## config.mk

```make
export PLATFORM = sky130hd
export DESIGN_NAME = mov_instruction_byte_decoder_flat
export DESIGN_NICKNAME = d
export VERILOG_FILES = /design/src/hdl/movdec_pkg.sv /design/src/hdl/movdec_if.sv /design/src/hdl/movdec_front.sv /design/src/hdl/movdec_queue.sv /design/src/hdl/movdec_back.sv /design/src/hdl/mov_instruction_byte_decoder.sv /design/src/flat_wrapper.sv
export SDC_FILE = /design/constraint.sdc
export NUM_CORES = 1
export LEC_CHECK = 0
export BUFFER_PORTS_ARGS = -buffer_cell sky130_fd_sc_hd__clkbuf_2
export CORE_UTILIZATION = 54
export CTS_CLUSTER_DIAMETER = 100
export CTS_CLUSTER_SIZE = 25
export DETAILED_ROUTE_END_ITERATION = 10
export PLACE_DENSITY_LB_ADDON = 0.25
export SYNTH_ARGS = -nofsm -noshare
export SYNTH_HDL_FRONTEND = slang
export SYNTH_HIERARCHICAL = 1
export SYNTH_SLANG_ARGS = --single-unit
```

## constraint.sdc

```tcl
create_clock -name clk -period 11.6 [get_ports clk]
set_clock_uncertainty 0.05 [all_clocks]
set_input_delay 0.58 -clock clk [delete_from_list [all_inputs] [get_ports clk]]
set_output_delay 0.58 -clock clk [all_outputs]
set_load 0.02 [all_outputs]
```

## src/hdl/movdec_pkg.sv

```systemverilog
// Types and constants shared by the MOV instruction byte decoder.
package movdec_pkg;

  typedef enum logic [1:0] {
    PH_OPCODE,
    PH_MODRM,
    PH_TRAIL
  } phase_t;

  typedef enum logic [1:0] {
    FORM_REGREG,
    FORM_MEMORY,
    FORM_DIRECT,
    FORM_IMM
  } form_t;

  localparam logic [5:0] MOV_RM_OP  = 6'b100010;
  localparam logic [3:0] MOV_IMM_OP = 4'b1011;
  localparam logic [1:0] MOD_REG    = 2'b11;
  localparam logic [1:0] MOD_NODISP = 2'b00;
  localparam logic [1:0] MOD_DISP8  = 2'b01;
  localparam logic [2:0] RM_DIRECT  = 3'b110;

  localparam int QUEUE_DEPTH = 2;
  localparam int QUEUE_PTR_W = $clog2(QUEUE_DEPTH);
  localparam int QUEUE_CNT_W = $clog2(QUEUE_DEPTH + 1);

  typedef struct packed {
    logic       trail;
    logic [7:0] opcode;
    logic [7:0] modrm;
    logic [7:0] low_byte;
    logic [7:0] last_byte;
  } raw_t;

  typedef struct packed {
    logic not_empty;
    logic full;
  } queue_stat_t;

  typedef struct packed {
    form_t       form;
    logic        word_size;
    logic        to_register;
    logic [2:0]  reg_field;
    logic [2:0]  rm_field;
    logic [1:0]  disp_bytes;
    logic [15:0] displacement;
    logic [15:0] immediate;
  } rec_t;

endpackage

```

## src/hdl/movdec_if.sv

```systemverilog
// Channel interfaces of the MOV instruction byte decoder.
interface movdec_in_if;
  logic       valid;
  logic       ready;
  logic [7:0] code_byte;
  logic       end_of_stream;

  modport source (output valid, output code_byte, output end_of_stream, input ready);
  modport sink (input valid, input code_byte, input end_of_stream, output ready);
endinterface

interface movdec_out_if;
  logic        valid;
  logic        ready;
  logic [1:0]  form;
  logic        word_size;
  logic        to_register;
  logic [2:0]  reg_field;
  logic [2:0]  rm_field;
  logic [1:0]  disp_bytes;
  logic [15:0] displacement;
  logic [15:0] immediate;

  modport source (
    output valid, output form, output word_size, output to_register,
    output reg_field, output rm_field, output disp_bytes,
    output displacement, output immediate, input ready
  );
  modport sink (
    input valid, input form, input word_size, input to_register,
    input reg_field, input rm_field, input disp_bytes,
    input displacement, input immediate, output ready
  );
endinterface

```

## src/hdl/movdec_front.sv

```systemverilog
// Byte sequencer that collects the bytes of one MOV instruction.
module movdec_front (
  input  logic             clk,
  input  logic             rst,
  input  logic             accept,
  input  logic [7:0]       code_byte,
  input  logic             end_of_stream,
  output logic             push,
  output movdec_pkg::raw_t raw
);
  import movdec_pkg::*;

  phase_t     phase;
  phase_t     phase_next;
  logic       two_left;
  logic       two_left_next;
  logic [7:0] opcode;
  logic [7:0] opcode_next;
  logic [7:0] modrm;
  logic [7:0] modrm_next;
  logic [7:0] low_byte;
  logic [7:0] low_byte_next;
  logic [1:0] mod_bits;
  logic [2:0] rm_bits;

  assign mod_bits = code_byte[7:6];
  assign rm_bits  = code_byte[2:0];

  always_ff @(posedge clk) begin
    if (rst) begin
      phase <= PH_OPCODE;
    end else begin
      phase <= phase_next;
    end
  end

  always_ff @(posedge clk) begin
    two_left <= two_left_next;
    opcode   <= opcode_next;
    modrm    <= modrm_next;
    low_byte <= low_byte_next;
  end

  always_comb begin
    phase_next    = phase;
    two_left_next = two_left;
    opcode_next   = opcode;
    modrm_next    = modrm;
    low_byte_next = low_byte;
    push          = 1'b0;
    raw.trail     = (phase == PH_TRAIL);
    raw.opcode    = opcode;
    raw.modrm     = (phase == PH_MODRM) ? code_byte : modrm;
    raw.low_byte  = low_byte;
    raw.last_byte = code_byte;
    if (accept) begin
      case (phase)
        PH_MODRM: begin
          modrm_next = code_byte;
          if (mod_bits == MOD_REG || (mod_bits == MOD_NODISP && rm_bits != RM_DIRECT)) begin
            push       = 1'b1;
            phase_next = PH_OPCODE;
          end else begin
            two_left_next = (mod_bits != MOD_DISP8);
            phase_next    = PH_TRAIL;
          end
        end
        PH_TRAIL: begin
          if (two_left) begin
            low_byte_next = code_byte;
            two_left_next = 1'b0;
          end else begin
            push       = 1'b1;
            phase_next = PH_OPCODE;
          end
        end
        default: begin
          if (code_byte[7:2] == MOV_RM_OP) begin
            opcode_next = code_byte;
            phase_next  = PH_MODRM;
          end else if (code_byte[7:4] == MOV_IMM_OP) begin
            opcode_next   = code_byte;
            two_left_next = code_byte[3];
            phase_next    = PH_TRAIL;
          end else begin
            phase_next = PH_OPCODE;
          end
        end
      endcase
      if (end_of_stream) begin
        phase_next = PH_OPCODE;
      end
    end
  end

endmodule

```

## src/hdl/movdec_queue.sv

```systemverilog
// Short queue of collected instructions between sequencer and decoder.
module movdec_queue (
  input  logic                    clk,
  input  logic                    rst,
  input  logic                    push,
  input  movdec_pkg::raw_t        wr_data,
  input  logic                    pop,
  output movdec_pkg::raw_t        rd_data,
  output movdec_pkg::queue_stat_t stat
);
  import movdec_pkg::*;

  raw_t                   slots [QUEUE_DEPTH];
  logic [QUEUE_PTR_W-1:0] wr_ptr;
  logic [QUEUE_PTR_W-1:0] rd_ptr;
  logic [QUEUE_CNT_W-1:0] count;

  assign rd_data        = slots[rd_ptr];
  assign stat.not_empty = (count != '0);
  assign stat.full      = (count == QUEUE_CNT_W'(QUEUE_DEPTH));

  always_ff @(posedge clk) begin
    if (push) begin
      slots[wr_ptr] <= wr_data;
    end
  end

  always_ff @(posedge clk) begin
    if (rst) begin
      wr_ptr <= '0;
      rd_ptr <= '0;
      count  <= '0;
    end else begin
      if (push) begin
        wr_ptr <= (wr_ptr == QUEUE_PTR_W'(QUEUE_DEPTH - 1)) ? '0 : wr_ptr + 1'b1;
      end
      if (pop) begin
        rd_ptr <= (rd_ptr == QUEUE_PTR_W'(QUEUE_DEPTH - 1)) ? '0 : rd_ptr + 1'b1;
      end
      if (push && !pop) begin
        count <= count + 1'b1;
      end else if (pop && !push) begin
        count <= count - 1'b1;
      end
    end
  end

endmodule

```

## src/hdl/movdec_back.sv

```systemverilog
// Field decoder that turns a collected instruction into an output record.
module movdec_back (
  input  logic                    clk,
  input  logic                    rst,
  input  movdec_pkg::queue_stat_t stat,
  input  movdec_pkg::raw_t        head,
  output logic                    pop,
  movdec_out_if.source            decoded
);
  import movdec_pkg::*;

  rec_t       rec;
  rec_t       rec_next;
  logic       out_valid;
  logic [1:0] mod_bits;
  logic [2:0] rm_bits;
  logic       two;

  assign mod_bits = head.modrm[7:6];
  assign rm_bits  = head.modrm[2:0];
  assign two      = (mod_bits != MOD_DISP8);
  assign pop      = stat.not_empty && (!out_valid || decoded.ready);

  always_comb begin
    rec_next.form         = FORM_MEMORY;
    rec_next.word_size    = head.opcode[0];
    rec_next.to_register  = head.opcode[1];
    rec_next.reg_field    = head.modrm[5:3];
    rec_next.rm_field     = rm_bits;
    rec_next.disp_bytes   = 2'd0;
    rec_next.displacement = 16'h0000;
    rec_next.immediate    = 16'h0000;
    if (head.trail) begin
      if (head.opcode[7:4] == MOV_IMM_OP) begin
        rec_next.form        = FORM_IMM;
        rec_next.word_size   = head.opcode[3];
        rec_next.to_register = 1'b1;
        rec_next.reg_field   = head.opcode[2:0];
        rec_next.rm_field    = 3'd0;
        rec_next.immediate   = head.opcode[3] ? {head.last_byte, head.low_byte}
                                              : {8'h00, head.last_byte};
      end else begin
        rec_next.disp_bytes   = two ? 2'd2 : 2'd1;
        rec_next.displacement = two ? {head.last_byte, head.low_byte}
                                    : {8'h00, head.last_byte};
        if (mod_bits == MOD_NODISP && rm_bits == RM_DIRECT) begin
          rec_next.form = FORM_DIRECT;
        end
      end
    end else if (mod_bits == MOD_REG) begin
      rec_next.form = FORM_REGREG;
    end
  end

  always_ff @(posedge clk) begin
    if (rst) begin
      out_valid <= 1'b0;
    end else if (pop) begin
      out_valid <= 1'b1;
    end else if (decoded.ready) begin
      out_valid <= 1'b0;
    end
  end

  always_ff @(posedge clk) begin
    if (pop) begin
      rec <= rec_next;
    end
  end

  assign decoded.valid        = out_valid;
  assign decoded.form         = rec.form;
  assign decoded.word_size    = rec.word_size;
  assign decoded.to_register  = rec.to_register;
  assign decoded.reg_field    = rec.reg_field;
  assign decoded.rm_field     = rec.rm_field;
  assign decoded.disp_bytes   = rec.disp_bytes;
  assign decoded.displacement = rec.displacement;
  assign decoded.immediate    = rec.immediate;

endmodule

```

## src/hdl/mov_instruction_byte_decoder.sv

```systemverilog
// Top level of the MOV instruction byte decoder.
//
// The code channel takes a 16-bit code stream one byte per request, with
// end_of_stream marking the final byte. Register/memory MOV and
// immediate-to-register MOV are recognized; every other opcode byte is
// skipped. The decoded channel delivers one record per completed instruction.
// A sequencer collects instruction bytes and pushes each complete instruction
// into a two-entry queue; a decoder pops it and fills the output register.
// Throughput is one byte per cycle while ready is high. A record passes
// through the queue and then the output register, which drives the decoded
// channel. When the receiver stalls, the output register and the queue keep
// taking bytes until two records wait in the queue; ready then drops until the
// receiver takes one. An end_of_stream byte drops any partial instruction.
// Synchronous reset empties the queue, clears the output valid flag and puts
// the sequencer back to expecting an opcode byte.
module mov_instruction_byte_decoder (
  input  logic         clk,
  input  logic         rst,
  movdec_in_if.sink    code,
  movdec_out_if.source decoded
);
  import movdec_pkg::*;

  logic        accept;
  logic        push;
  logic        pop;
  raw_t        raw;
  raw_t        head;
  queue_stat_t stat;

  assign code.ready = !stat.full || pop;
  assign accept     = code.valid && code.ready;

  movdec_front u_front (
    .clk           (clk),
    .rst           (rst),
    .accept        (accept),
    .code_byte     (code.code_byte),
    .end_of_stream (code.end_of_stream),
    .push          (push),
    .raw           (raw)
  );

  movdec_queue u_queue (
    .clk     (clk),
    .rst     (rst),
    .push    (push),
    .wr_data (raw),
    .pop     (pop),
    .rd_data (head),
    .stat    (stat)
  );

  movdec_back u_back (
    .clk     (clk),
    .rst     (rst),
    .stat    (stat),
    .head    (head),
    .pop     (pop),
    .decoded (decoded)
  );

endmodule

```

## src/flat_wrapper.sv

```systemverilog
// flat-port wrapper written by rule: the top's interface ports become plain ports
module mov_instruction_byte_decoder_flat import movdec_pkg::*;
  (clk, rst, code_valid, code_code_byte, code_end_of_stream, code_ready, decoded_valid, decoded_form, decoded_word_size, decoded_to_register, decoded_reg_field, decoded_rm_field, decoded_disp_bytes, decoded_displacement, decoded_immediate, decoded_ready);
  movdec_in_if code_i ();
  movdec_out_if decoded_i ();
  input  logic clk;
  input  logic rst;
  input wire logic [$bits(code_i.valid)-1:0] code_valid;
  input wire logic [$bits(code_i.code_byte)-1:0] code_code_byte;
  input wire logic [$bits(code_i.end_of_stream)-1:0] code_end_of_stream;
  output wire logic [$bits(code_i.ready)-1:0] code_ready;
  output wire logic [$bits(decoded_i.valid)-1:0] decoded_valid;
  output wire logic [$bits(decoded_i.form)-1:0] decoded_form;
  output wire logic [$bits(decoded_i.word_size)-1:0] decoded_word_size;
  output wire logic [$bits(decoded_i.to_register)-1:0] decoded_to_register;
  output wire logic [$bits(decoded_i.reg_field)-1:0] decoded_reg_field;
  output wire logic [$bits(decoded_i.rm_field)-1:0] decoded_rm_field;
  output wire logic [$bits(decoded_i.disp_bytes)-1:0] decoded_disp_bytes;
  output wire logic [$bits(decoded_i.displacement)-1:0] decoded_displacement;
  output wire logic [$bits(decoded_i.immediate)-1:0] decoded_immediate;
  input wire logic [$bits(decoded_i.ready)-1:0] decoded_ready;
  assign code_i.valid = code_valid;
  assign code_i.code_byte = code_code_byte;
  assign code_i.end_of_stream = code_end_of_stream;
  assign code_ready = code_i.ready;
  assign decoded_valid = decoded_i.valid;
  assign decoded_form = decoded_i.form;
  assign decoded_word_size = decoded_i.word_size;
  assign decoded_to_register = decoded_i.to_register;
  assign decoded_reg_field = decoded_i.reg_field;
  assign decoded_rm_field = decoded_i.rm_field;
  assign decoded_disp_bytes = decoded_i.disp_bytes;
  assign decoded_displacement = decoded_i.displacement;
  assign decoded_immediate = decoded_i.immediate;
  assign decoded_i.ready = decoded_ready;
  mov_instruction_byte_decoder u_core (.clk(clk), .rst(rst), .code(code_i), .decoded(decoded_i));
endmodule
```

==> run summary, run 1 <==
IR analysis of the VDD net gives a maximum drop of ~220 uV. The multiplexer fraction of the synthesized cell area came out at between 10% and 20%. The largest total area in the synthesized netlist belongs to edfxtp_1. The pin count of the biggest net entering global routing came out at 48. Counting stages on the worst path, the most repeated cell is buf_4. The cell with the largest stage delay on the worst path is buf_4. The number of buffers inserted to repair setup after CTS is 0.

The die area is approximately 11,000 um2. The number of placed I/O pins came out at 59. In this run the deepest clock path goes through 2 buffers. The relative slew slack came out at around 30%. After detailed routing, no signal wire sits above met4. The count of cell types in the netlist is 46. The data arrival time of the worst path came out at approximately 3.4 ns. The flow ran to the end, and the final reports show no timing, DRC or antenna violations.

The number of nets in the layout came out at ~420. The worst setup path is launched from a flip-flop. The power consumption came out at 1.502 mW. The floorplan row count is 37.

On the worst path, the slowest cell contributes a delay of between 0.4 and 0.5 ns. The number of DRC markers in iteration 0 came out at between 100 and 150. The remaining global-route overflow came out at 0.

For the finished layout, the period the worst path requires is ~3.3 ns. The setup slack of the most critical reg-to-reg path is between 8 and 9 ns. Of the total synthesized cell area, the portion taken by XOR and XNOR cells is less than 1%. At the later pin of the worst-skew pair, clock insertion delay measures roughly 0.52 ns. The sort of element at the end of the critical path is a flip-flop. The number of buffers inserted for hold repair after clock tree synthesis is 0. The peak fanout along the critical path is 47.

The share of the Yosys chip area taken by registers is 74.10%. The leakage power came out at roughly 2.4 nW. Summed over all nets, the half-perimeter wirelength after detailed placement is 5.692 mm.

The total core area is between 10,000 and 15,000 um2. The routed length per instance came out at about 16 um. The total via count in the routed design came out at between 2,000 and 3,000. In the global route stage, overall resource usage came out at around 18%. CTS placed an instance of clkbuf_8 at the clock tree root. The total cell area at the placement stage is 6055 um2. The TritonCTS clock tree is built. The final cycle utilization of the critical path is 28.37%. In the layout the commonest cells are edfxtp_1, clkbuf_2, mux2_2. The vertical die dimension came out at ~100 um.

Measured along the x axis, the die boundary spans about 100 um. The number of inserted diodes is 0. The post-route standard cell area excluding fillers came out at 6626 um2. The synthesized flop and latch total came out at roughly 140.

The detailed-route DRC error count came out at 0. Setup repair after global routing left no endpoint under its margin. The sum of met2 wire segment lengths after detailed routing is ~4.3 mm.

The share of synthesized flip-flops with an asynchronous set or reset is 0%. The measured slew at the worst slew-check pin came out at between 1 and 1.5 ns. The number of instances resized during post-cts repair is 0. Summing the areas of all compound-gate instances in the mapped netlist gives under 10% of the synthesized area.

The setup total negative slack is 0 ns. By area, the combinational part of the netlist is dominated by multiplexers. Leaving out fill and tap cells, the most frequent cell in the layout is edfxtp_1.

The number of antenna violations at the first check in global routing came out at 0. The CTS H-tree depth came out at 4. The net count after synthesis came out at approximately 360. The via count of the first global-routing pass is ~2,700.

The remaining antenna violation count after routing is 0. Across all hold checks on the routed design, the worst slack comes to a little under 0.3 ns. The clock drives around 140 sinks. Traced cell by cell, the critical path runs through or2_2, a21boi_4, buf_4, nand2b_4, and2_4, inv_1, nor4b_1, a41o_1, and2_1, buf_4. The port buffer count is 58. The total number of yosys warnings came out at 6.

The routed metal-1 wirelength came out at around 4.2 mm. The cell count after synthesis came out at roughly 340. The final hold violation count was 0. Counting flops with a built-in enable in the synthesized netlist gives between 100 and 150.

At the end of routability-driven placement, the weighted congestion stood at roughly 0.80. The post-layout utilization of the core came out at 64.48%. The required time of the worst setup path came out at ~12 ns.

The cell area that synthesis handed to floorplanning was 5687 um2. After synthesis, the cell types taking the most area are edfxtp_1, mux2_2, dfxtp_1. The top cell type's share of synthesized area is between 70% and 80%.

The average vias per placed instance is roughly 5.2. The first global-routing pass estimated 14.20 mm of wire. Buffers inserted during clock tree synthesis total 17.

For this run, the top clock speed supported by timing is 303.9 MHz. Compared with the post-synthesis result, the final layout area differs by 16.52%. The clock transition at the registers of the reported paths came out at 0.06 ns. The simple logic cell fraction of the synthesized area is under 10%. Of the cells placed in the final design, the portion with a size suffix greater than 1 is about a third. The path class of the tightest hold or removal check is in -> reg. The adder-cell share of the synthesized area is 0.6601%.

The most used flip-flop cell after synthesis is edfxtp_1. The final count of pins violating max slew is 0. The setup path with the least slack is of type reg -> reg. The initial core utilization came out at a little under three fifths. The mean area per synthesized cell is ~17 um2. The first detailed-routing pass took 4 iterations. The routed wire length on met3 came out at between 400 and 500 um. For this design the ratio of total power to cell area is ~230 nW/um2. The total wire length came out at 8.990 mm. The count of endpoints failing setup in the final report is 0. Across the run, the number of max-cap violations was 0.
[routing by layer]
metal	vias to the layer above	GRT usage, %
met3	11	5.677
met2	93	27.58
met4	0	8.048
met1	1383	22.62
met5	-	0
li1	1394	-
[layout make-up]
class | count | area (um2)
inverters | 8 | 30.03
flip-flops and latches | 143 | 4214
clock buffers | 29 | 554.3
repair buffers | 62 | 320.3
well taps | 136 | 170.2
clock inverters | 3 | 17.52
multi-input cells | 171 | 1320
fillers | 730 | 3651
[where the power goes]
part | total, mW | switching, mW | internal, mW
registers | 0.687 | 0.0201 | 0.667
clock network | 0.506 | 0.186 | 0.319
logic | 0.309 | 0.203 | 0.106
total | 1.50 | 0.409 | 1.09
[cell families (layout without fill, tap and decap cells)]
family | Yosys count | count (layout)
compound gates | 28 | 28
mux | 53 | 53
xor+xnor | 4 | 4
flops | 143 | 143
simple gates | 83 | 83
buf+inv | 28 | 102
fa+ha+maj | 3 | 3
[cells in the mapped netlist (2+ instances only)]
| cell type | instances |
|---|---|
| a21boi_0 | 2 |
| a21oi_1 | 12 |
| and2_1 | 14 |
| and3_1 | 8 |
| and3b_1 | 3 |
| buf_2 | 4 |
| buf_4 | 13 |
| clkbuf_1 | 2 |
| dfxtp_1 | 8 |
| edfxtp_1 | 135 |
| ha_1 | 3 |
| inv_1 | 7 |
| mux2_1 | 3 |
| mux2_2 | 41 |
| mux2i_1 | 8 |
| nand2_1 | 22 |
| nand2b_1 | 3 |
| nor2_1 | 15 |
| nor2b_1 | 2 |
| nor4b_1 | 2 |
| o21ai_0 | 8 |
| xnor2_1 | 2 |
| xor2_1 | 2 |
[path summary, 6_finish.rpt]
kind | cells after the start | end | start
setup / recovery | 10 | u_core/u_queue/slots[1][15] | u_core/u_queue/count[0]
hold reg to reg | 0 | u_core/u_queue/slots[1][28] | u_core/u_front/opcode[4]
setup reg to reg | 10 | u_core/u_queue/slots[1][15] | u_core/u_queue/count[0]
hold / removal | 2 | u_core/u_queue/wr_ptr | rst
[metrics by stage]
stage,std cells,worst slack (ns)
CTS,552,8.262
detailed placement,520,8.099
floorplan,342,4.075
finish,552,8.309
global placement,520,8.183
global route,552,8.007
[sequential cells by signal (all words and copies together) (netlist names), named ones only]
name and cells:
u_core/u_back/decoded.valid 1, u_core/u_back/decoded.reg_field 3, u_core/u_queue/rd_ptr 1, u_core/u_queue/slots 66, u_core/u_back/decoded.to_register 1, u_core/u_back/decoded.displacement 16, u_core/u_front/phase 2, u_core/u_back/decoded.rm_field 3
u_core/u_front/opcode 8, u_core/u_back/decoded.form 2, u_core/u_back/decoded.immediate 16, u_core/u_front/modrm 8, u_core/u_front/two_left 1, u_core/u_back/decoded.word_size 1, u_core/u_back/decoded.disp_bytes 2, u_core/u_queue/wr_ptr 1
u_core/u_front/low_byte 8, u_core/u_queue/count 2
[worst max-delay path, delay by kind of cell, from the launching register on]
kind,cells,cell delay [ns]
flip-flops,1,0.38
AND/OR/NAND/NOR,5,1.11
AO/OA/AOI/OAI,2,0.37
buffers and inverters,3,0.98
Power figures use the tool's default switching activity.
==> run 2: changes to the inputs <==
Settings changed: ABC_AREA set to 1.
Clock period 11.6 ns to 3.44 ns, I/O delays scaled along.
==> run 2 against run 1 <==
Net effect: sequential cell count is the same; first-iteration DRC count rose by 20%; die area rose by 2.8%; global-route usage grew 1.1 points; clock-buffer cell count down 3; largest cell class unchanged.
==> run summary, run 2 <==
The number of maximum-capacitance violations came out at 0. The final hold violation count came to 0. The top cell type's share of synthesized area is 69.30%.

The critical path class is reg -> reg. The power consumption came out at 5.430 mW. The relative slew slack came out at around 44%. In this run the clock root is driven by a clkbuf_8.

The total power divided by cell area came out at 786.3 nW/um2. The required time of the worst setup path is 3.52 ns. In the post-synthesis netlist, the biggest area contributors are edfxtp_1, mux2_4, nand2_1. The synthesized design spends more area on one cell type than any other, namely edfxtp_1. The count of fill cells added during filler insertion came out at 729. STA puts the critical path data arrival time at approximately 2.6 ns. The critical path contains buffers and inverters numbering 5 combined. Counting every net in the synthesized netlist gives 427.

The sequential cell area in the final layout came out at around 4200 um2. The top cell types in the final layout, fill and taps aside, are edfxtp_1, nand2_1, clkbuf_2. Timing would allow up to 395.2 MHz. The flow ran to the end, and the final reports show no timing, DRC or antenna violations.

Dividing the final minimum period by the clock period gives around three quarters. Timing analysis after detailed placement gives a worst setup slack of 0.9344 ns. The simple logic cell fraction of the synthesized area came out at under 10%. For this run, design rule violations remaining after detail routing come to 0. The sort of element at the end of the critical path is a flip-flop. The multiplexer fraction of the synthesized cell area is 8.278%. After Yosys synthesis, full adders, half adders and majority gates account for less than 1% of the synthesized area. Leaving out fill and tap cells, the most frequent cell in the layout is edfxtp_1. The cell with the largest stage delay on the worst path is clkinvlp_4. Once the floorplan was initialized, standard cells occupied ~56% of the core.

The maximum VDD drop came out at 679.8 uV. The source-to-sink clock delay at the later pin of the worst-skew pair came out at 0.51 ns. The die is around 110 um tall.

The total number of yosys warnings is 6. The post-synthesis instance area is about 5800 um2. The port buffer count came out at 58. The number of enable flip-flop cells after synthesis is between 100 and 150. The routed length per instance came out at roughly 15 um. The clock period minus worst slack came out at roughly 2.5 ns. The post-synthesis sequential area ratio is approximately 72%. The first-pass GRT wire length is about 16 mm. Signal routing reaches up to met4. Wire segments on met2 add up to just under 5 mm in the final route.

The iteration count of the initial detailed-routing pass came out at 4. The critical path goes through inv_1, nand2_1, inv_1, a21oi_4, inv_1, a21oi_2, buf_4, nand2_1, a21oi_1, nand2_1, clkinvlp_4. The x dimension of the die came out at between 100 and 150 um. Using the TritonRoute via totals, the vias-per-cell ratio works out to ~5.1. The cell family contributing the most delay on the critical path is buffers and inverters.

The worst-case clock buffer depth came out at 2. The floorplan step defined a die boundary enclosing ~11,000 um2. Setup violations remaining at the end of the flow were counted as 0. The number of buffers inserted to repair setup after CTS came out at 0.

The mean area per synthesized cell came out at about 14 um2. The total via count in the routed design came out at 3,247. The synthesized flop and latch total is 143. Counting instances in the post-synthesis netlist gives the leading cell types as edfxtp_1, nand2_1, nor2_1.

The number of nets in the layout is just over 500. The CTS H-tree depth came out at 4. The sink count of the clock tree is roughly 140. Counting every instance in the synthesized netlist gives 411.

Detailed placement finished with a half-perimeter wire length of about 6.3 mm. The complex-gate fraction of the synthesized area came out at between 3 and 4%. The synthesized netlist devotes 0.1497% of its cell area to XOR and XNOR gates. The share of synthesized flip-flops with an asynchronous set or reset is 0%. The critical path's largest stage delay is between 0.5 and 0.6 ns.

After synthesis, the netlist uses 29 different library cells. The routability congestion estimate is a little over 0.8. The worst hold path belongs to the class in -> reg.

The worst path setup slack after routing is roughly 0.9 ns. In the final timing run, aggregate negative setup slack is 0 ns. Setup repair after global routing left no endpoint under its margin.

The peak fanout along the critical path is 34. The measured slew at the worst slew-check pin is 0.8311 ns. The total wire length came out at approximately 9.6 mm. The largest family of logic cells by synthesized area is simple AND/OR/NAND/NOR gates.

Summed over all cells, the static leakage comes to 2.729 nW. The total core area is 10,420 um2. The routed wire length on met3 is roughly 570 um.

The number of instances resized during post-cts repair is 0. The floorplan row count is 37. The number of DRC markers in iteration 0 came out at roughly 160. The total global routing track utilization came out at a little under a fifth. The multi-input combinational cells in the finished layout cover a total of about 1300 um2. The via count of the first global-routing pass is between 3,000 and 4,000. On the final layout, the worst hold slack is 0.1386 ns. The final count of pins violating max slew came out at 0.

The most used flip-flop cell after synthesis is edfxtp_1. The repair_antennas step left the layout with diodes totalling 0. More flip-flops sit in one register than any other, and that register is u_core/u_queue/slots. The number of antenna violations at the first check in global routing is 0.

The clock transition at the registers of the reported paths is roughly 0.06 ns. The routed metal-1 wirelength came out at between 3 and 4 mm. For this design the top-level I/O count stands at 59. The TritonCTS buffer count is 17. The remaining global-route overflow came out at 0.

The pin count of the biggest net entering global routing came out at 47. The type of origin of the critical path is a flip-flop. Yosys instantiated no cell more often than edfxtp_1.

The share of final-layout standard cells stronger than drive strength 1 is between 20 and 30%. The TritonCTS clock tree is built. The growth of design area from synthesis to finish came out at 18.07%.

The flip-flop count of the largest register after layout came out at between 60 and 70. Once detail routing completed, the nets flagged for antenna violations numbered 0.
## run 2: logic make-up (layout without fill, tap and decap cells)
logic type               after synthesis  count (layout)
AO/OA/AOI/OAI                         36              36
XOR/XNOR                               1               1
adder cells (fa/ha/maj)                3               3
buffers and inverters                 61             151
flip-flops                           143             143
multiplexers                          33              33
AND/OR/NAND/NOR                      134             134
## run 2: worst min-delay path, cell delays in order
cell and delay [ns]:
clkbuf_2 0.08, inv_1 0.06, a21oi_2 0.03, buf_4 0.17
## run 2: through the flow
| step | util [%] | cells | instance area (um2) |
|---|---|---|---|
| 3_5_place_dp | 59.56 | 593 | 6203 |
| 5_1_grt | 66.31 | 637 | 6907 |
| 6_report | 66.31 | 637 | 6907 |
| 3_3_place_gp | 59.56 | 593 | 6203 |
| 2_1_floorplan | - | 411 | 5872 |
| 4_1_cts | 66.31 | 637 | 6907 |
## run 2: routing by layer
metal  vias to the layer above  GRT usage, %
li1                       1573             -
met1                      1552         22.34
met2                       114         32.54
met3                         8         5.763
met4                         0         6.052
met5                         -             0
## run 2: what timing repair did
| item | CTS | global route |
|---|---|---|
| setup endpoints to repair | 0 | 0 |
| hold endpoints to repair | 39 | 0 |
| hold buffers | 12 | 0 |
## run 2: path summary, 6_finish.rpt
path | cells after the start | slack, ns | startpoint | to
hold / removal | 4 | 0.14 | code_valid | u_core/u_front/modrm[1]
hold reg to reg | 0 | 0.39 | u_core/u_front/opcode[4] | u_core/u_queue/slots[1][28]
setup / recovery | 11 | 0.91 | u_core/u_queue/count[0] | u_core/u_queue/slots[1][10]
setup reg to reg | 11 | 0.91 | u_core/u_queue/count[0] | u_core/u_queue/slots[1][10]
## run 2: area by class of cell
type | instances | area share [%]
Sequential cell | 143 | 61.03
Tap cell | 136 | 2.464
Inverter | 44 | 2.446
Clock inverter | 6 | 0.5797
Timing Repair Buffer | 75 | 6.486
Clock buffer | 26 | 7.862
Multi-Input combinational cell | 207 | 19.13
## run 2: report_power, final
part / switching, mW / total [mW] / internal (mW) / leakage, nW
sequential: 0.112 / 2.43 / 2.32 / 1.32
clock: 0.647 / 1.73 / 1.08 / 0.291
combinational: 0.852 / 1.27 / 0.421 / 1.12
total: 1.61 / 5.43 / 3.82 / 2.73
==> run 3: changes to the inputs <==
Settings changed: ABC_AREA 1 to 0, CORE_UTILIZATION 54 to 52.
Clock period 3.44 ns to 2.05 ns, I/O delays scaled along.
==> run 3 against run 2 <==
Net effect: the run now ends with hold timing, setup timing left; critical endpoint is now u_core/u_queue/count[1]; combinational power increased by 59%; sequential share of layout area decreased by 2.4 points; cell area increased by 4.1%; cell count decreased by 7.1%; first-iteration DRC count decreased by 19%; utilization increased by 2.4 points; non-clock buffer count increased by 27; via count decreased by 4.4%; die area increased by 0.94%; critical path depth unchanged.
==> run summary, run 3 (synthesis results as in run 1) <==
The library cells used most frequently in the layout, excluding fill and tap cells, are edfxtp_1, clkbuf_2, mux2_2. The type of origin of the critical path is a flip-flop. The detailed-route DRC error count is 0. The required time of the worst setup path is ~2.5 ns. The final count of pins violating max slew came out at 0.

Cells with a size suffix above 1 make up between 40 and 50% of the layout. In this run the power density over the cells is between 1000 and 1500 nW/um2. The initial core utilization is 54.35%. The worst setup timing slack at the placement stage came out at -0.2370 ns.

The worst-case reg-to-reg path depth is 11. The root buffer cell is clkbuf_8. VDD sags by at most roughly 1400 uV. For this run, the post-layout net count is 459.

The number of buffers inserted for hold repair after clock tree synthesis came out at 10. The worst setup path is of the reg -> reg kind. The source-to-sink clock delay at the later pin of the worst-skew pair is about 0.51 ns.

The sort of element at the end of the critical path is a flip-flop. The remaining global-route overflow is 0. The growth of design area from synthesis to finish came out at 26.49%. The setup slack of the most critical reg-to-reg path came out at -0.20 ns. Setup repair after global routing could not meet its margin everywhere.

The most common cell after layout, fill and taps aside is edfxtp_1. The post-DP HPWL came out at 6.419 mm. u_core/u_queue/slots holds more flip-flops than any other register. For this block, the routed nets add up to 10.59 mm of wire.

The power consumption came out at 9.283 mW. The port buffer count came out at between 50 and 60. The post-route standard cell area excluding fillers came out at slightly above 7000 um2. In the post-route analysis, the smallest setup slack over all paths is -0.2003 ns.

The routability congestion estimate came out at ~0.8. The floorplan row count came out at 37. The H-tree generated during clock tree synthesis spans 4 levels.

The number of maximum-capacitance violations is 0. The relative slew slack is around 61%. In this run the static leakage power is ~2.7 nW. For this run, the top clock speed supported by timing is approximately 440 MHz. The sink count of the clock tree is ~140. The count of endpoints failing setup in the final report came out at around 70. The peak fanout along the critical path is 3.

In this run the critical register-to-register path is launched from u_core/u_queue/count[1]. The worst hold slack came out at -0.1891 ns. The die covers 11,360 um2.

The clock period minus worst slack came out at approximately 2.3 ns. The number of DRC markers in iteration 0 is 127. The total core area is ~10,000 um2.

The pin count of the biggest net entering global routing is 46. The min-delay analysis places its worst path in the category in -> reg. The TritonCTS clock tree is built. The data arrival time of the worst path came out at 2.65 ns. The total cell area at the placement stage is 6302 um2.

The total global routing track utilization is roughly a fifth. The number of inserted diodes came out at 0. The detail route stage leaves a number of antenna-violating nets equal to 0. The clock passes through at most 2 buffers. The clock transition at the registers of the reported paths came out at about 0.060 ns. The run finished, with violations left. The routed length per instance came out at 17.88 um. Pin placement for this block handled between 50 and 60 I/O pins. The average vias per placed instance is between 5 and 6. The via count of the first global-routing pass was 3,114. The cell count after placement came out at about 550. The final hold violation count came out at 7. The endpoint of the worst register-to-register path is u_core/u_queue/count[1]. For the pin with the worst max-slew slack, the measured transition is ~0.59 ns. The x dimension of the die is between 100 and 150 um. The first-pass GRT wire length came out at around 16 mm. The vertical die dimension came out at between 100 and 150 um. The TritonCTS buffer count came out at 17.

The most critical setup path has its startpoint at u_core/u_queue/count[1]. The flip-flop count of the largest register after layout came out at 66. The number of antenna violations at the first check in global routing came out at 0. The checks that failed: hold timing, setup timing. For the final routed database, the setup TNS stands at -10.24 ns. The iteration count of the initial detailed-routing pass came out at 6. The most critical setup path has its endpoint at u_core/u_queue/count[1].

The total via count in the routed design came out at approximately 3,100. Once layout is complete, the cells apart from fillers number between 500 and 600. Dividing the final minimum period by the clock period gives 109.8%.
==> run 3: cell count changes in the layout (fill, tap and decap cells not counted), moves of 8 or more <==
cell | before | now
mux2_2 | 3 | 40
nand2_1 | 59 | 22
inv_1 | 40 | 6
nor2_1 | 47 | 15
mux2_4 | 30 | 2
buf_4 | 5 | 25
nand3_1 | 14 | 1
and2_1 | 0 | 12
a21oi_1 | 22 | 11
and3_1 | 0 | 8
mux2i_1 | 0 | 8
==> run 3: report_power, final <==
part	internal (mW)	switching, mW
logic	0.772	1.24
registers	3.78	0.121
clock network	2.21	1.15
total	6.77	2.52
==> run 3: worst max-delay path: stages, from the launching register on <==
cell and delay [ns]:
dfxtp_2 0.32, or2_4 0.24, a21boi_4 0.14, nand2b_4 0.14
and2_4 0.15, inv_4 0.06, nor4b_4 0.04, a41o_1 0.24
ha_2 0.18, xor2_1 0.16, or3_4 0.33, a21oi_2 0.13
==> run 3: worst min path at each step <==
stage               start                       to  slack [ns]  cells past startpoint
finish                rst  u_core/u_queue/count[1]       -0.19                      2
CTS                   rst  u_core/u_queue/count[1]       -0.19                      2
global route          rst  u_core/u_queue/count[1]       -0.18                      2
floorplan             rst  u_core/u_queue/count[0]        0.12                      1
detailed placement    rst    u_core/u_queue/wr_ptr        0.36                      2
global placement      rst  u_core/u_queue/count[1]        0.35                      2
==> run 3: layer usage <==
| metal | part of all wire [%] | GRT usage (%) | wire length, um | vias to the layer above |
|---|---|---|---|---|
| met3 | 5.7 | 4.681 | 599 | 4 |
| met2 | 50 | 31.98 | 5337 | 111 |
| met1 | 43 | 24.30 | 4597 | 1512 |
| met5 | 0 | 0 | 0 | - |
| met4 | 0.49 | 9.295 | 52 | 0 |
| li1 | - | - | - | 1476 |
==> run 3: cell type report <==
type                       count  area [um2]
clock inverter                15       242.7
timing repair buffer         102       737.0
clock buffer                  17       414.1
fill                         723        3269
inverter                       8       32.53
tap                          136       170.2
sequential                   143        4218
multi-input combinational    171        1379
==> run 3: what timing repair did <==
action | in CTS | in global routing
pin swaps | 2 | 2
endpoints found under the hold margin | 41 | 7
endpoints found under the setup margin | 77 | 70
resized for setup | 8 | 6
cloned | 0 | 4
setup buffers | 1 | 0
==> run 3: stage by stage <==
stage               hold WS [ns]  util (%)
global route             -0.1763     68.75
floorplan                 0.1175         -
finish                   -0.1891     68.75
CTS                      -0.1924     67.81
global placement          0.3476     60.24
detailed placement        0.3623     60.24
